$ cat config.mk
export PLATFORM = sky130hd
export DESIGN_NAME = url_percent_decoder_unit
export DESIGN_NICKNAME = d
export VERILOG_FILES = /design/src/hdl/upd_pkg.sv /design/src/hdl/url_percent_decoder_unit.sv /design/src/hdl/upd_front.sv /design/src/hdl/upd_fifo.sv /design/src/hdl/upd_back.sv
export SDC_FILE = /design/constraint.sdc
export NUM_CORES = 1
export LEC_CHECK = 0
export BUFFER_PORTS_ARGS = -buffer_cell sky130_fd_sc_hd__buf_2
export CORE_MARGIN = 1
export CORE_UTILIZATION = 41
export DETAILED_ROUTE_END_ITERATION = 8
export PLACE_DENSITY = 0.63
export SETUP_SLACK_MARGIN = 0.1
export SYNTH_ARGS = -nofsm -noshare
export SYNTH_HDL_FRONTEND = slang
export SYNTH_SLANG_ARGS = --single-unit
$ cat constraint.sdc
create_clock -name clk -period 3.4 [get_ports clk]
set_input_delay 0.51 -clock clk [delete_from_list [all_inputs] [get_ports clk]]
set_output_delay 0.51 -clock clk [all_outputs]
set_load 0.01 [all_outputs]
$ cat src/hdl/upd_pkg.sv
// ----------------------------------------------------------------------------
// upd_pkg: shared types and constants of the url percent decoder
// Item and result payloads, the per-item bundle passed between front and back,
// and the character codes the decoder recognizes.
// ----------------------------------------------------------------------------
package upd_pkg;

	// special characters
	localparam logic [7:0] CH_PERCENT = 8'h25;
	localparam logic [7:0] CH_PLUS    = 8'h2B;
	localparam logic [7:0] CH_SPACE   = 8'h20;

	// slots of one bundle: broken-escape percent, held digit, main byte
	localparam int unsigned NUM_SLOTS = 3;

	typedef struct packed {
		logic [7:0] in_byte;
		logic       in_last;
	} in_item_t;

	typedef struct packed {
		logic [7:0] out_byte;
		logic       out_valid;
		logic       out_last;
	} out_item_t;

	// every result caused by one input item
	typedef struct packed {
		logic [NUM_SLOTS-1:0][7:0] data;
		logic [NUM_SLOTS-1:0]      mask;
		logic                      last;
	} bundle_t;

endpackage

$ cat src/hdl/url_percent_decoder_unit.sv
// ----------------------------------------------------------------------------
// url_percent_decoder_unit: url and form-urlencoded percent decoder
// The first result of a byte goes through the bundle queue and then the output
// register. Throughput: one input byte per cycle; results leave one per cycle
// while the output is free or popped, so a broken escape that flushes 3 bytes
// holds the queue head until all have left, and intake stalls only once the four-entry bundle queue is full.
// Reset: asynchronous, clears the escape state and empties the queue and the output.
// ----------------------------------------------------------------------------
module url_percent_decoder_unit (
	input  logic               clk,
	input  logic               arst_n,
	input  logic               push,
	output logic               full,
	input  upd_pkg::in_item_t  item,
	output logic               empty,
	input  logic               pop,
	output upd_pkg::out_item_t result
);
	import upd_pkg::*;

	logic    accept;
	logic    b_push;
	bundle_t b_wdata;
	logic    q_full;
	logic    q_pop;
	logic    q_valid;
	bundle_t q_rdata;

	assign full   = q_full;
	assign accept = push && !q_full;

	// intake and classification
	upd_front u_front (
		.clk         (clk),
		.arst_n      (arst_n),
		.accept      (accept),
		.item        (item),
		.bundle_push (b_push),
		.bundle      (b_wdata)
	);

	// bundle queue
	upd_fifo u_fifo (
		.clk      (clk),
		.arst_n   (arst_n),
		.wr_en    (b_push),
		.wr_data  (b_wdata),
		.full     (q_full),
		.rd_en    (q_pop),
		.rd_valid (q_valid),
		.rd_data  (q_rdata)
	);

	// result delivery
	upd_back u_back (
		.clk     (clk),
		.arst_n  (arst_n),
		.q_valid (q_valid),
		.q_data  (q_rdata),
		.q_pop   (q_pop),
		.empty   (empty),
		.pop     (pop),
		.result  (result)
	);

	// queue never written while full
	a_no_overflow: assert property (@(posedge clk) disable iff (!arst_n)
		!(b_push && q_full))
		else $error("bundle queue written while full");

	// queue never popped while empty
	a_no_underflow: assert property (@(posedge clk) disable iff (!arst_n)
		q_pop |-> q_valid)
		else $error("bundle queue popped while empty");

	// a bare end marker carries a zero byte and the last flag
	a_end_marker: assert property (@(posedge clk) disable iff (!arst_n)
		(!empty && !result.out_valid) |-> (result.out_last && result.out_byte == 8'h00))
		else $error("malformed end marker");

	// every queued bundle holds a byte or ends a string
	a_bundle_content: assert property (@(posedge clk) disable iff (!arst_n)
		q_valid |-> (q_rdata.mask != '0 || q_rdata.last))
		else $error("empty bundle in queue");

endmodule

$ cat src/hdl/upd_front.sv
// ----------------------------------------------------------------------------
// upd_front: item intake and escape classification
// Runs the percent-escape state machine on each accepted byte and pushes one
// bundle with every result byte that it causes, if it causes one or ends a string.
// ----------------------------------------------------------------------------
module upd_front (
	input  logic              clk,
	input  logic              arst_n,
	input  logic              accept,
	input  upd_pkg::in_item_t item,
	output logic              bundle_push,
	output upd_pkg::bundle_t  bundle
);
	import upd_pkg::*;

	localparam logic [1:0] ST_IDLE  = 2'd0;
	localparam logic [1:0] ST_PCT   = 2'd1;
	localparam logic [1:0] ST_DIGIT = 2'd2;

	logic [1:0] stage_q;
	logic [7:0] held_q;
	logic [1:0] nxt_stage;
	logic [7:0] nxt_held;
	logic [7:0] b;
	logic       last;
	logic       b_hex;
	logic [7:0] idle_val;
	logic       idle_open;
	logic [7:0] decoded;

	function automatic logic is_hex(input logic [7:0] c);
		is_hex = (c >= 8'h30 && c <= 8'h39) || (c >= 8'h41 && c <= 8'h46) ||
			(c >= 8'h61 && c <= 8'h66);
	endfunction

	function automatic logic [3:0] hex_value(input logic [7:0] c);
		hex_value = c[6] ? (c[3:0] + 4'd9) : c[3:0];
	endfunction

	// byte decode
	assign b         = item.in_byte;
	assign last      = item.in_last;
	assign b_hex     = is_hex(b);
	assign idle_val  = (b == CH_PLUS) ? CH_SPACE : b;
	assign idle_open = (b == CH_PERCENT) && !last;
	assign decoded   = {hex_value(held_q), hex_value(b)};

	// escape state machine and bundle build
	always_comb begin
		nxt_stage   = stage_q;
		nxt_held    = held_q;
		bundle.data = {8'h00, held_q, CH_PERCENT};
		bundle.mask = '0;
		bundle.last = last;
		unique case (stage_q)
			ST_PCT: begin
				if (b_hex && !last) begin
					nxt_stage = ST_DIGIT;
					nxt_held  = b;
				end else begin
					bundle.mask[0] = 1'b1;
					nxt_stage      = idle_open ? ST_PCT : ST_IDLE;
					bundle.data[2] = idle_val;
					bundle.mask[2] = !idle_open && (idle_val != 8'h00);
				end
			end
			ST_DIGIT: begin
				if (b_hex) begin
					nxt_stage      = ST_IDLE;
					bundle.data[2] = decoded;
					bundle.mask[2] = (decoded != 8'h00);
				end else begin
					bundle.mask[0] = 1'b1;
					bundle.mask[1] = 1'b1;
					nxt_stage      = idle_open ? ST_PCT : ST_IDLE;
					bundle.data[2] = idle_val;
					bundle.mask[2] = !idle_open && (idle_val != 8'h00);
				end
			end
			default: begin
				nxt_stage      = idle_open ? ST_PCT : ST_IDLE;
				bundle.data[2] = idle_val;
				bundle.mask[2] = !idle_open && (idle_val != 8'h00);
			end
		endcase
		if (last) begin
			nxt_stage = ST_IDLE;
			nxt_held  = 8'h00;
		end
	end

	assign bundle_push = accept && ((bundle.mask != '0) || last);

	// escape state registers
	always_ff @(posedge clk or negedge arst_n) begin
		if (!arst_n) begin
			stage_q <= ST_IDLE;
			held_q  <= 8'h00;
		end else if (accept) begin
			stage_q <= nxt_stage;
			held_q  <= nxt_held;
		end
	end

endmodule

$ cat src/hdl/upd_fifo.sv
// ----------------------------------------------------------------------------
// upd_fifo: bundle queue between front and back
// Four-entry register queue so intake and result delivery stall independently.
// ----------------------------------------------------------------------------
module upd_fifo (
	input  logic             clk,
	input  logic             arst_n,
	input  logic             wr_en,
	input  upd_pkg::bundle_t wr_data,
	output logic             full,
	input  logic             rd_en,
	output logic             rd_valid,
	output upd_pkg::bundle_t rd_data
);
	import upd_pkg::*;

	bundle_t    mem_q [4];
	logic [1:0] wr_ptr_q;
	logic [1:0] rd_ptr_q;
	logic [2:0] count_q;

	assign full     = (count_q == 3'd4);
	assign rd_valid = (count_q != 3'd0);
	assign rd_data  = mem_q[rd_ptr_q];

	// storage
	always_ff @(posedge clk) begin
		if (wr_en) begin
			mem_q[wr_ptr_q] <= wr_data;
		end
	end

	// pointers and fill count
	always_ff @(posedge clk or negedge arst_n) begin
		if (!arst_n) begin
			wr_ptr_q <= '0;
			rd_ptr_q <= '0;
			count_q  <= '0;
		end else begin
			if (wr_en) begin
				wr_ptr_q <= wr_ptr_q + 2'd1;
			end
			if (rd_en) begin
				rd_ptr_q <= rd_ptr_q + 2'd1;
			end
			count_q <= count_q + {2'b00, wr_en} - {2'b00, rd_en};
		end
	end

endmodule

$ cat src/hdl/upd_back.sv
// ----------------------------------------------------------------------------
// upd_back: result serializer
// Moves the head bundle's present slots into an output register, one result
// per cycle while free or popped; an empty bundle yields a bare end marker.
// ----------------------------------------------------------------------------
module upd_back (
	input  logic                clk,
	input  logic                arst_n,
	input  logic                q_valid,
	input  upd_pkg::bundle_t    q_data,
	output logic                q_pop,
	output logic                empty,
	input  logic                pop,
	output upd_pkg::out_item_t  result
);
	import upd_pkg::*;

	logic [NUM_SLOTS-1:0] sent_q;
	logic [NUM_SLOTS-1:0] rem;
	logic [NUM_SLOTS-1:0] pick;
	logic                 single;
	logic                 final_one;
	logic                 emit;
	logic                 occ_q;
	out_item_t            res_q;
	out_item_t            nxt_res;

	// slots still to send from the head bundle
	assign rem = q_data.mask & ~sent_q;

	// oldest remaining slot
	always_comb begin
		unique case (rem) inside
			3'b000:  pick = 3'b000;
			3'b001, 3'b011, 3'b101, 3'b111: pick = 3'b001;
			3'b010, 3'b110: pick = 3'b010;
			default: pick = 3'b100;
		endcase
	end

	assign single    = (rem == 3'b001) || (rem == 3'b010) || (rem == 3'b100);
	assign final_one = single || (rem == 3'b000);
	assign emit      = q_valid && (!occ_q || pop);
	assign q_pop     = emit && final_one;

	// next result
	always_comb begin
		nxt_res.out_byte  = 8'h00;
		nxt_res.out_valid = (rem != 3'b000);
		nxt_res.out_last  = q_data.last && final_one;
		if (pick[0]) begin
			nxt_res.out_byte = q_data.data[0];
		end else if (pick[1]) begin
			nxt_res.out_byte = q_data.data[1];
		end else if (pick[2]) begin
			nxt_res.out_byte = q_data.data[2];
		end
	end

	// output register
	always_ff @(posedge clk) begin
		if (emit) begin
			res_q <= nxt_res;
		end
	end

	// slot tracking and output occupancy
	always_ff @(posedge clk or negedge arst_n) begin
		if (!arst_n) begin
			sent_q <= '0;
			occ_q  <= 1'b0;
		end else begin
			if (emit) begin
				sent_q <= final_one ? '0 : (sent_q | pick);
				occ_q  <= 1'b1;
			end else if (pop) begin
				occ_q <= 1'b0;
			end
		end
	end

	assign empty  = !occ_q;
	assign result = res_q;

endmodule

==> results of run 1 <==
logic make-up after synthesis:
group | synth area share [%]
AOI/OAI and AO/OA | 8.90
and+or+nand+nor | 9.81
xor gates and xnor gates | 1.39
DFF | 64.1
muxes | 9.59
buffers and inverters | 2.83
adders and majority gates | 3.38
cell type report:
class                      count  area, sq um
multi-input combinational    187         1700
clock inverter                 6         60.1
timing repair buffer          45          278
sequential                   111         3230
clock buffer                  10          229
tap                          147          184
inverter                      19         71.3
fill                        1053         6260
where the power goes:
group	leakage, uW	internal, uW	switching, uW
clock network	0.000140	569	465
registers	0.00110	1900	174
logic	0.000874	662	773
total	0.00211	3130	1410
through the flow:
stage / instances / TNS (ns) / setup WS [ns] / total power (uW)
2_1_floorplan: 329 / -21.20 / -0.265 / 3080
3_3_place_gp: 509 / 0 / 0.0931 / 3500
3_5_place_dp: 509 / 0 / 0.0571 / 3560
4_1_cts: 525 / 0 / 0.211 / 4580
5_1_grt: 525 / 0 / 0.126 / 4820
6_report: 525 / 0 / 0.293 / 4540
cell usage in the layout (no fill, tap or decap), types with 3 or more instances in the layout:
master and n:
sky130_fd_sc_hd__edfxtp_1 90, sky130_fd_sc_hd__buf_2 24, sky130_fd_sc_hd__buf_4 21, sky130_fd_sc_hd__mux4_2 20, sky130_fd_sc_hd__inv_1 19, sky130_fd_sc_hd__dfrtp_1 18, sky130_fd_sc_hd__nor2_1 17, sky130_fd_sc_hd__nand2_1 16
sky130_fd_sc_hd__o21ai_0 13, sky130_fd_sc_hd__ha_1 11, sky130_fd_sc_hd__clkbuf_16 9, sky130_fd_sc_hd__a21oi_1 7, sky130_fd_sc_hd__nor3_1 7, sky130_fd_sc_hd__xnor2_1 6, sky130_fd_sc_hd__nand3_1 5, sky130_fd_sc_hd__nor3b_2 5
sky130_fd_sc_hd__nor2b_1 5, sky130_fd_sc_hd__a22oi_1 5, sky130_fd_sc_hd__nand2b_1 4, sky130_fd_sc_hd__o41ai_1 4, sky130_fd_sc_hd__o21a_1 3, sky130_fd_sc_hd__a21o_1 3, sky130_fd_sc_hd__or4_1 3, sky130_fd_sc_hd__nand3b_1 3
sky130_fd_sc_hd__a221o_1 3, sky130_fd_sc_hd__dfrtp_2 3
how the worst max path moves through the flow:
stage / depth (start not counted) / slack [ns] / start / endpoint
after detailed placement: 16 / 0.06 / item[2] / u_fifo.count_q[2]$_DFF_PN0_
after global placement: 16 / 0.09 / item[1] / u_fifo.count_q[2]$_DFF_PN0_
after CTS: 11 / 0.21 / u_fifo.rd_ptr_q[1]$_DFFE_PN0P_ / u_fifo.count_q[2]$_DFF_PN0_
after floorplan: 8 / -0.27 / item[2] / u_fifo.mem_q[0][0]$_DFFE_PP_
final: 14 / 0.29 / u_front.stage_q[0]$_DFFE_PN0P_ / u_fifo.count_q[2]$_DFF_PN0_
after global routing: 14 / 0.13 / u_front.held_q[0]$_DFFE_PN0P_ / u_fifo.count_q[2]$_DFF_PN0_
per-layer routing:
layer | up-vias | global-route usage, % | wire [um]
li1 | 1385 | - | -
met1 | 1458 | 22.7 | 4540
met2 | 71 | 26.5 | 4620
met3 | 10 | 2.73 | 349
met4 | 0 | 7.20 | 183
met5 | - | 0 | 0
flip-flops by register name, indices dropped and copies added (netlist names):
register / cells
u_fifo.count_q: 3
u_front.stage_q: 2
u_front.held_q: 8
u_back.result: 10
u_fifo.wr_ptr_q: 2
u_back.occ_q: 1
u_back.sent_q: 3
u_fifo.rd_ptr_q: 2
u_fifo.mem_q: 80
worst max-delay path: cells and delay by family, from the launching register on:
| kind | cells | cell delay [ns] |
|---|---|---|
| adders and majority gates | 4 | 1.10 |
| and+or+nand+nor | 4 | 0.83 |
| DFF | 1 | 0.40 |
| xor gates and xnor gates | 2 | 0.27 |
| AOI/OAI and AO/OA | 1 | 0.21 |
| buffers and inverters | 3 | 0.17 |
==> metrics.cfg, run 1 <==
[run_status]
result_of_the_run = finished clean

[setup_path]
crit_path_top_delay_cell = sky130_fd_sc_hd__dfrtp_1
critPathMaxStageDelay_ns = 0.40
cp_data_required_time_ns = 3.63
rr_startpoint = u_front.stage_q[0]$_DFFE_PN0P_
worstRegToRegCells = 14
cp_cell_sequence = inv_1 -> ha_2 -> or2b_2 -> a32oi_2 -> nor3b_2 -> and3_1 -> or2_1 -> ha_1 -> inv_1 -> ha_1 -> inv_1 -> fa_1 -> xnor2_2 -> xnor2_1
worstPathArrival_ns = 3.34
crit_path_start_kind = flip-flop
cp_common_cell = sky130_fd_sc_hd__inv_1
cp-end-kind = flip-flop
worst-path-max-fanout = 6
ff2ff_setup_slack_ns = 0.29
reg_to_reg_endpoint = u_fifo.count_q[2]$_DFF_PN0_
worstSetupPathType = flip-flop to flip-flop

[sta]
slew_headroom_pct = 52.2
fmax_mhz = 322
clock-skew-final_ns = 0.00568
finalMaxSlewViolations = 0
finalSetupViolations = 0
min_period_ns = 3.11
holdWs_ns = 0.160
final_min_period_over_clock_period_pct = 91.4
tightestPinTransition_ns = 0.709
grt_setup_unrepaired = false
final_hold_violating_endpoints = 0

[yosys]
yosysSeqAreaShare_pct = 64.1
synth-async-reset-ratio_pct = 18.9
number_of_enable_flip_flop_cells_after_synthesis = 90
synth.cells.most_frequent = sky130_fd_sc_hd__edfxtp_1 (90), sky130_fd_sc_hd__dfrtp_1 (21), sky130_fd_sc_hd__mux4_2 (20), sky130_fd_sc_hd__inv_1 (19), sky130_fd_sc_hd__nor2_1 (17)
syn_avg_cell_area_sq_um = 15.3
yosys_top_cell_by_area = sky130_fd_sc_hd__edfxtp_1
synth_largest_type_area_fraction_pct = 53.7
synthesis.instances = 329
ys_dominant_reg_cell = sky130_fd_sc_hd__edfxtp_1
mappedNetlistNets = 355
yosys.cell_count.top_type = sky130_fd_sc_hd__edfxtp_1
yosysWarningCount = 0
netlist_top_cells_area = sky130_fd_sc_hd__edfxtp_1 (54%), sky130_fd_sc_hd__dfrtp_1 (10%), sky130_fd_sc_hd__mux4_2 (8.9%)
post_synth_instance_area_sq_um = 5040
ys_types = 64
ys_ff_latch = 111

[clock_network]
clock_insertion_delay_worst_skew_ns = 0.35
number_of_clock_buffers_inserted_by_tritoncts = 9
cts.sink_count = 111
ctsRootBufferMaster = sky130_fd_sc_hd__clkbuf_16
cts.clk_slew.worst_paths_ns = 0.07
clock_tree.buffer_depth = 2
postCtsSetupBuffers = 0
cts-resized-gates = 0
tritoncts = built
cts-hold-fix-buffers = 0
htreeDepth = 3

[floorplanning]
initial_utilization_pct = 41.9
core_sq_um = 12000
fp.dieArea_sq_um = 12700
fp.dieW_um = 113
die_h_um = 113
placementRows = 40
ioPinCount = 25

[detailed_routing]
firstDrtPassIters = 4
drt-vias-per-instance = 5.57
routed_wirelength_um = 9690
wire_per_inst_um = 18.5
route.antenna.remaining_nets = 0
detail_route.drc_violations = 0
dr_total_vias = 2924
initialDrtViolationCount = 219

[placed_design]
postPlaceCellArea_sq_um = 5450
io_buffers = 24
hpwlAfterDp_um = 6660
globalplace.congestion = 0.841

[grt]
antenna_violations_before_repair = 0
grt_overflow = 0
grt_pass1_wl_um = 15700
gr-usage-all-layers_pct = 16.6
via_count_of_the_first_global_routing_pass = 2869
grt_start_max_net_pins = 22

[finish]
nets = 399
finish.instance_area_sq_um = 5750
area_grow_syn2layout_pct = 14.2
final_layout_size_suffix_gt1_share_pct = 27.0
insertedDiodeCount = 0
fin_util_pct = 47.9

[flow_run]
maxCapViolCount = 0

[pwr]
power_density_nw_per_um2 = 790
ir_worst_vdd_uv = 246
power.leakage_uw = 0.00211

[hold_path]
worst_hold_path_type = input pin to async pin

No activity file was read; power rests on OpenSTA's default activity.
==> inputs of run 2 (changes only) <==
- PLACE_DENSITY: 0.63 -> 0.61
- clock period: 3.4 -> 2.97 ns (I/O delays scaled with it)
==> metrics.cfg, run 2 (synthesized netlist as in run 1, its figures left out) <==
[pwr]
power.leakage_uw = 0.00233  ; was 0.00211 uW
design_power_total_uw = 5440  ; was 4540 uW
ir_worst_vdd_uv = 400  ; was 246 uV
power_density_nw_per_um2 = 881  ; was 790 nW/um^2

[sta]
grt_setup_unrepaired = true  ; was false
min_period_ns = 3.06  ; was 3.11 ns
clock-skew-final_ns = 0.00519  ; was 0.00568 ns
slew_headroom_pct = 54.3  ; was 52.2%
fmax_mhz = 326  ; was 322 MHz
finalWorstSetupSlack_ns = -0.0935  ; was 0.293 ns
final_min_period_over_clock_period_pct = 103  ; was 91.4%
finalSetupViolations = 1  ; was 0
finalMaxSlewViolations = 0  ; unchanged
tightestPinTransition_ns = 0.679  ; was 0.709 ns
final_hold_violating_endpoints = 0  ; unchanged

[floorplanning]
placementRows = 40  ; unchanged
fp.dieArea_sq_um = 12700  ; unchanged
fp.dieW_um = 113  ; unchanged
die_h_um = 113  ; unchanged
initial_utilization_pct = 41.9  ; unchanged
core_sq_um = 12000  ; unchanged
ioPinCount = 25  ; unchanged

[setup_path]
worstSetupPathType = flip-flop to flip-flop  ; unchanged
crit_path_start_kind = flip-flop  ; unchanged
worstPathArrival_ns = 3.29  ; was 3.34 ns
crit_path_top_delay_cell = sky130_fd_sc_hd__dfrtp_2  ; was sky130_fd_sc_hd__dfrtp_1
cp-end-kind = flip-flop  ; unchanged
critPathMaxStageDelay_ns = 0.43  ; was 0.40 ns
worst-path-max-fanout = 2  ; was 6
cp_data_required_time_ns = 3.20  ; was 3.63 ns
cp_cell_sequence = ha_4 -> and3b_1 -> o22ai_2 -> o41ai_2 -> nor3b_2 -> and3_4 -> or2_1 -> ha_1 -> inv_1 -> ha_2 -> inv_2 -> fa_2 -> xnor2_2 -> xnor2_1  ; was inv_1 -> ha_2 -> or2b_2 -> a32oi_2 -> nor3b_2 -> and3_1 -> or2_1 -> ha_1 -> inv_1 -> ha_1 -> inv_1 -> fa_1 -> xnor2_2 -> xnor2_1

[detailed_routing]
drt-vias-per-instance = 5.40  ; was 5.57
routed_wirelength_um = 10100  ; was 9690 um
wire_per_inst_um = 17.9  ; was 18.5 um
detail_route.drc_violations = 0  ; unchanged
initialDrtViolationCount = 192  ; was 219
route.antenna.remaining_nets = 0  ; unchanged
firstDrtPassIters = 4  ; unchanged
dr_total_vias = 3052  ; was 2924

[clock_network]
htreeDepth = 3  ; unchanged
cts.clk_slew.worst_paths_ns = 0.07  ; about the same
ctsRootBufferMaster = sky130_fd_sc_hd__clkbuf_16  ; unchanged
number_of_clock_buffers_inserted_by_tritoncts = 9  ; unchanged
cts.sink_count = 111  ; unchanged
clock_insertion_delay_worst_skew_ns = 0.35  ; about the same
tritoncts = built  ; unchanged
clock_tree.buffer_depth = 2  ; unchanged

[run_status]
result_of_the_run = complete, but fails checks  ; was finished clean
failed_checks = setup timing

[finish]
insertedDiodeCount = 0  ; unchanged
max_flop_register = u_fifo.mem_q  ; unchanged
area_grow_syn2layout_pct = 22.6  ; was 14.2%
largest_register_ff_count = 80  ; unchanged
final_common_cell = sky130_fd_sc_hd__edfxtp_1  ; unchanged
layout_common_cells = sky130_fd_sc_hd__edfxtp_1 (90), sky130_fd_sc_hd__buf_4 (57), sky130_fd_sc_hd__buf_2 (24)  ; was sky130_fd_sc_hd__edfxtp_1 (90), sky130_fd_sc_hd__buf_2 (24), sky130_fd_sc_hd__buf_4 (21)
fin_util_pct = 51.4  ; was 47.9%
final_layout_size_suffix_gt1_share_pct = 36.1  ; was 27.0%
finish.instance_area_sq_um = 6180  ; was 5750 sq um
nets = 439  ; was 399
stdcell_count = 565  ; was 525

[placed_design]
hpwlAfterDp_um = 7060  ; was 6660 um
postPlaceCellArea_sq_um = 5850  ; was 5450 sq um
placed_cells_incl_taps = 548  ; was 509
pre_cts_ws_ns = -0.504  ; was 0.0571 ns
globalplace.congestion = 0.823  ; was 0.841
io_buffers = 24  ; unchanged

[grt]
grt_pass1_wl_um = 16400  ; was 15700 um
grt_overflow = 0  ; unchanged
antenna_violations_before_repair = 0  ; unchanged
gr-usage-all-layers_pct = 17.4  ; was 16.6%
grt_start_max_net_pins = 22  ; unchanged
via_count_of_the_first_global_routing_pass = 3132  ; was 2869

[hold_path]
worst_hold_path_type = input pin to async pin  ; unchanged

[flow_run]
maxCapViolCount = 0  ; unchanged

## run 2: cell count changes in the layout (fill, tap and decap cells not counted), moves of 2 or more
| cell | change |
|---|---|
| sky130_fd_sc_hd__inv_1 | -4 |
| sky130_fd_sc_hd__ha_4 | +2 |
| sky130_fd_sc_hd__buf_12 | +4 |
| sky130_fd_sc_hd__clkinv_2 | -2 |
| sky130_fd_sc_hd__clkbuf_1 | +3 |
| sky130_fd_sc_hd__buf_4 | +36 |
| sky130_fd_sc_hd__inv_2 | +2 |
| sky130_fd_sc_hd__ha_1 | -2 |
## run 2: area by class of cell
cell class              instances  area (sq um)
clock buffers                  14           254
clock inverters                 2          38.8
fillers                      1011          5840
inverters                      19          86.3
multi-input cells             187          1750
flip-flops and latches        111          3230
well taps                     147           184
repair buffers                 85           628
## run 2: stage by stage
stage,TNS (ns),hold slack [ns]
2_1_floorplan,-0.297,0.150
3_3_place_gp,-0.756,0.470
3_5_place_dp,-1.04,0.472
4_1_cts,-0.168,0.114
5_1_grt,-0.307,0.145
6_report,-0.0935,0.101
## run 2: per-layer routing
metal	vias to the layer above	wire length (um)	GRT usage (%)
met2	64	4810	28.1
met3	20	346	2.84
li1	1458	-	-
met1	1510	4760	23.3
met4	0	207	8.18
met5	-	0	0
## run 2: worst max-delay path: cells and delay by family, from the launching register on
family | cells | cell delay, ns
simple gates | 4 | 0.81
compound gates | 2 | 0.37
xor+xnor | 2 | 0.28
flops | 1 | 0.43
buf+inv | 2 | 0.10
fa+ha+maj | 4 | 0.97
## run 2: repair_timing
| action | CTS | global route |
|---|---|---|
| pin swaps | 7 | 0 |
| endpoints found under the hold margin | 0 | 0 |
| setup endpoints to repair | 2 | 2 |
| buffers inserted | 0 | 1 |
| resized for setup | 1 | 5 |
| hold buffers | 0 | 0 |
## run 2: power by group
group | switching (uW) | leakage, uW | total (uW) | internal, uW
combinational | 965 | 0.00109 | 1880 | 912
clock | 531 | 0.000141 | 1210 | 683
sequential | 177 | 0.00110 | 2350 | 2170
total | 1670 | 0.00233 | 5440 | 3770
## run 2: worst paths after layout
kind,start,end,slack [ns],depth (start not counted)
worst min-delay path,arst_n,u_front.held_q[0]$_DFFE_PN0P_,0.10,1
worst min register to register,u_back.sent_q[1]$_DFFE_PN0P_,u_back.sent_q[1]$_DFFE_PN0P_,0.48,2
worst max-delay path,u_front.held_q[1]$_DFFE_PN0P_,u_fifo.count_q[2]$_DFF_PN0_,-0.09,14
min in group clk,pop,u_back.occ_q$_DFFE_PN0P_,0.29,2
worst max register to register,u_front.held_q[1]$_DFFE_PN0P_,u_fifo.count_q[2]$_DFF_PN0_,-0.09,14
max in group asynchronous,arst_n,u_fifo.rd_ptr_q[0]$_DFFE_PN0P_,2.44,1
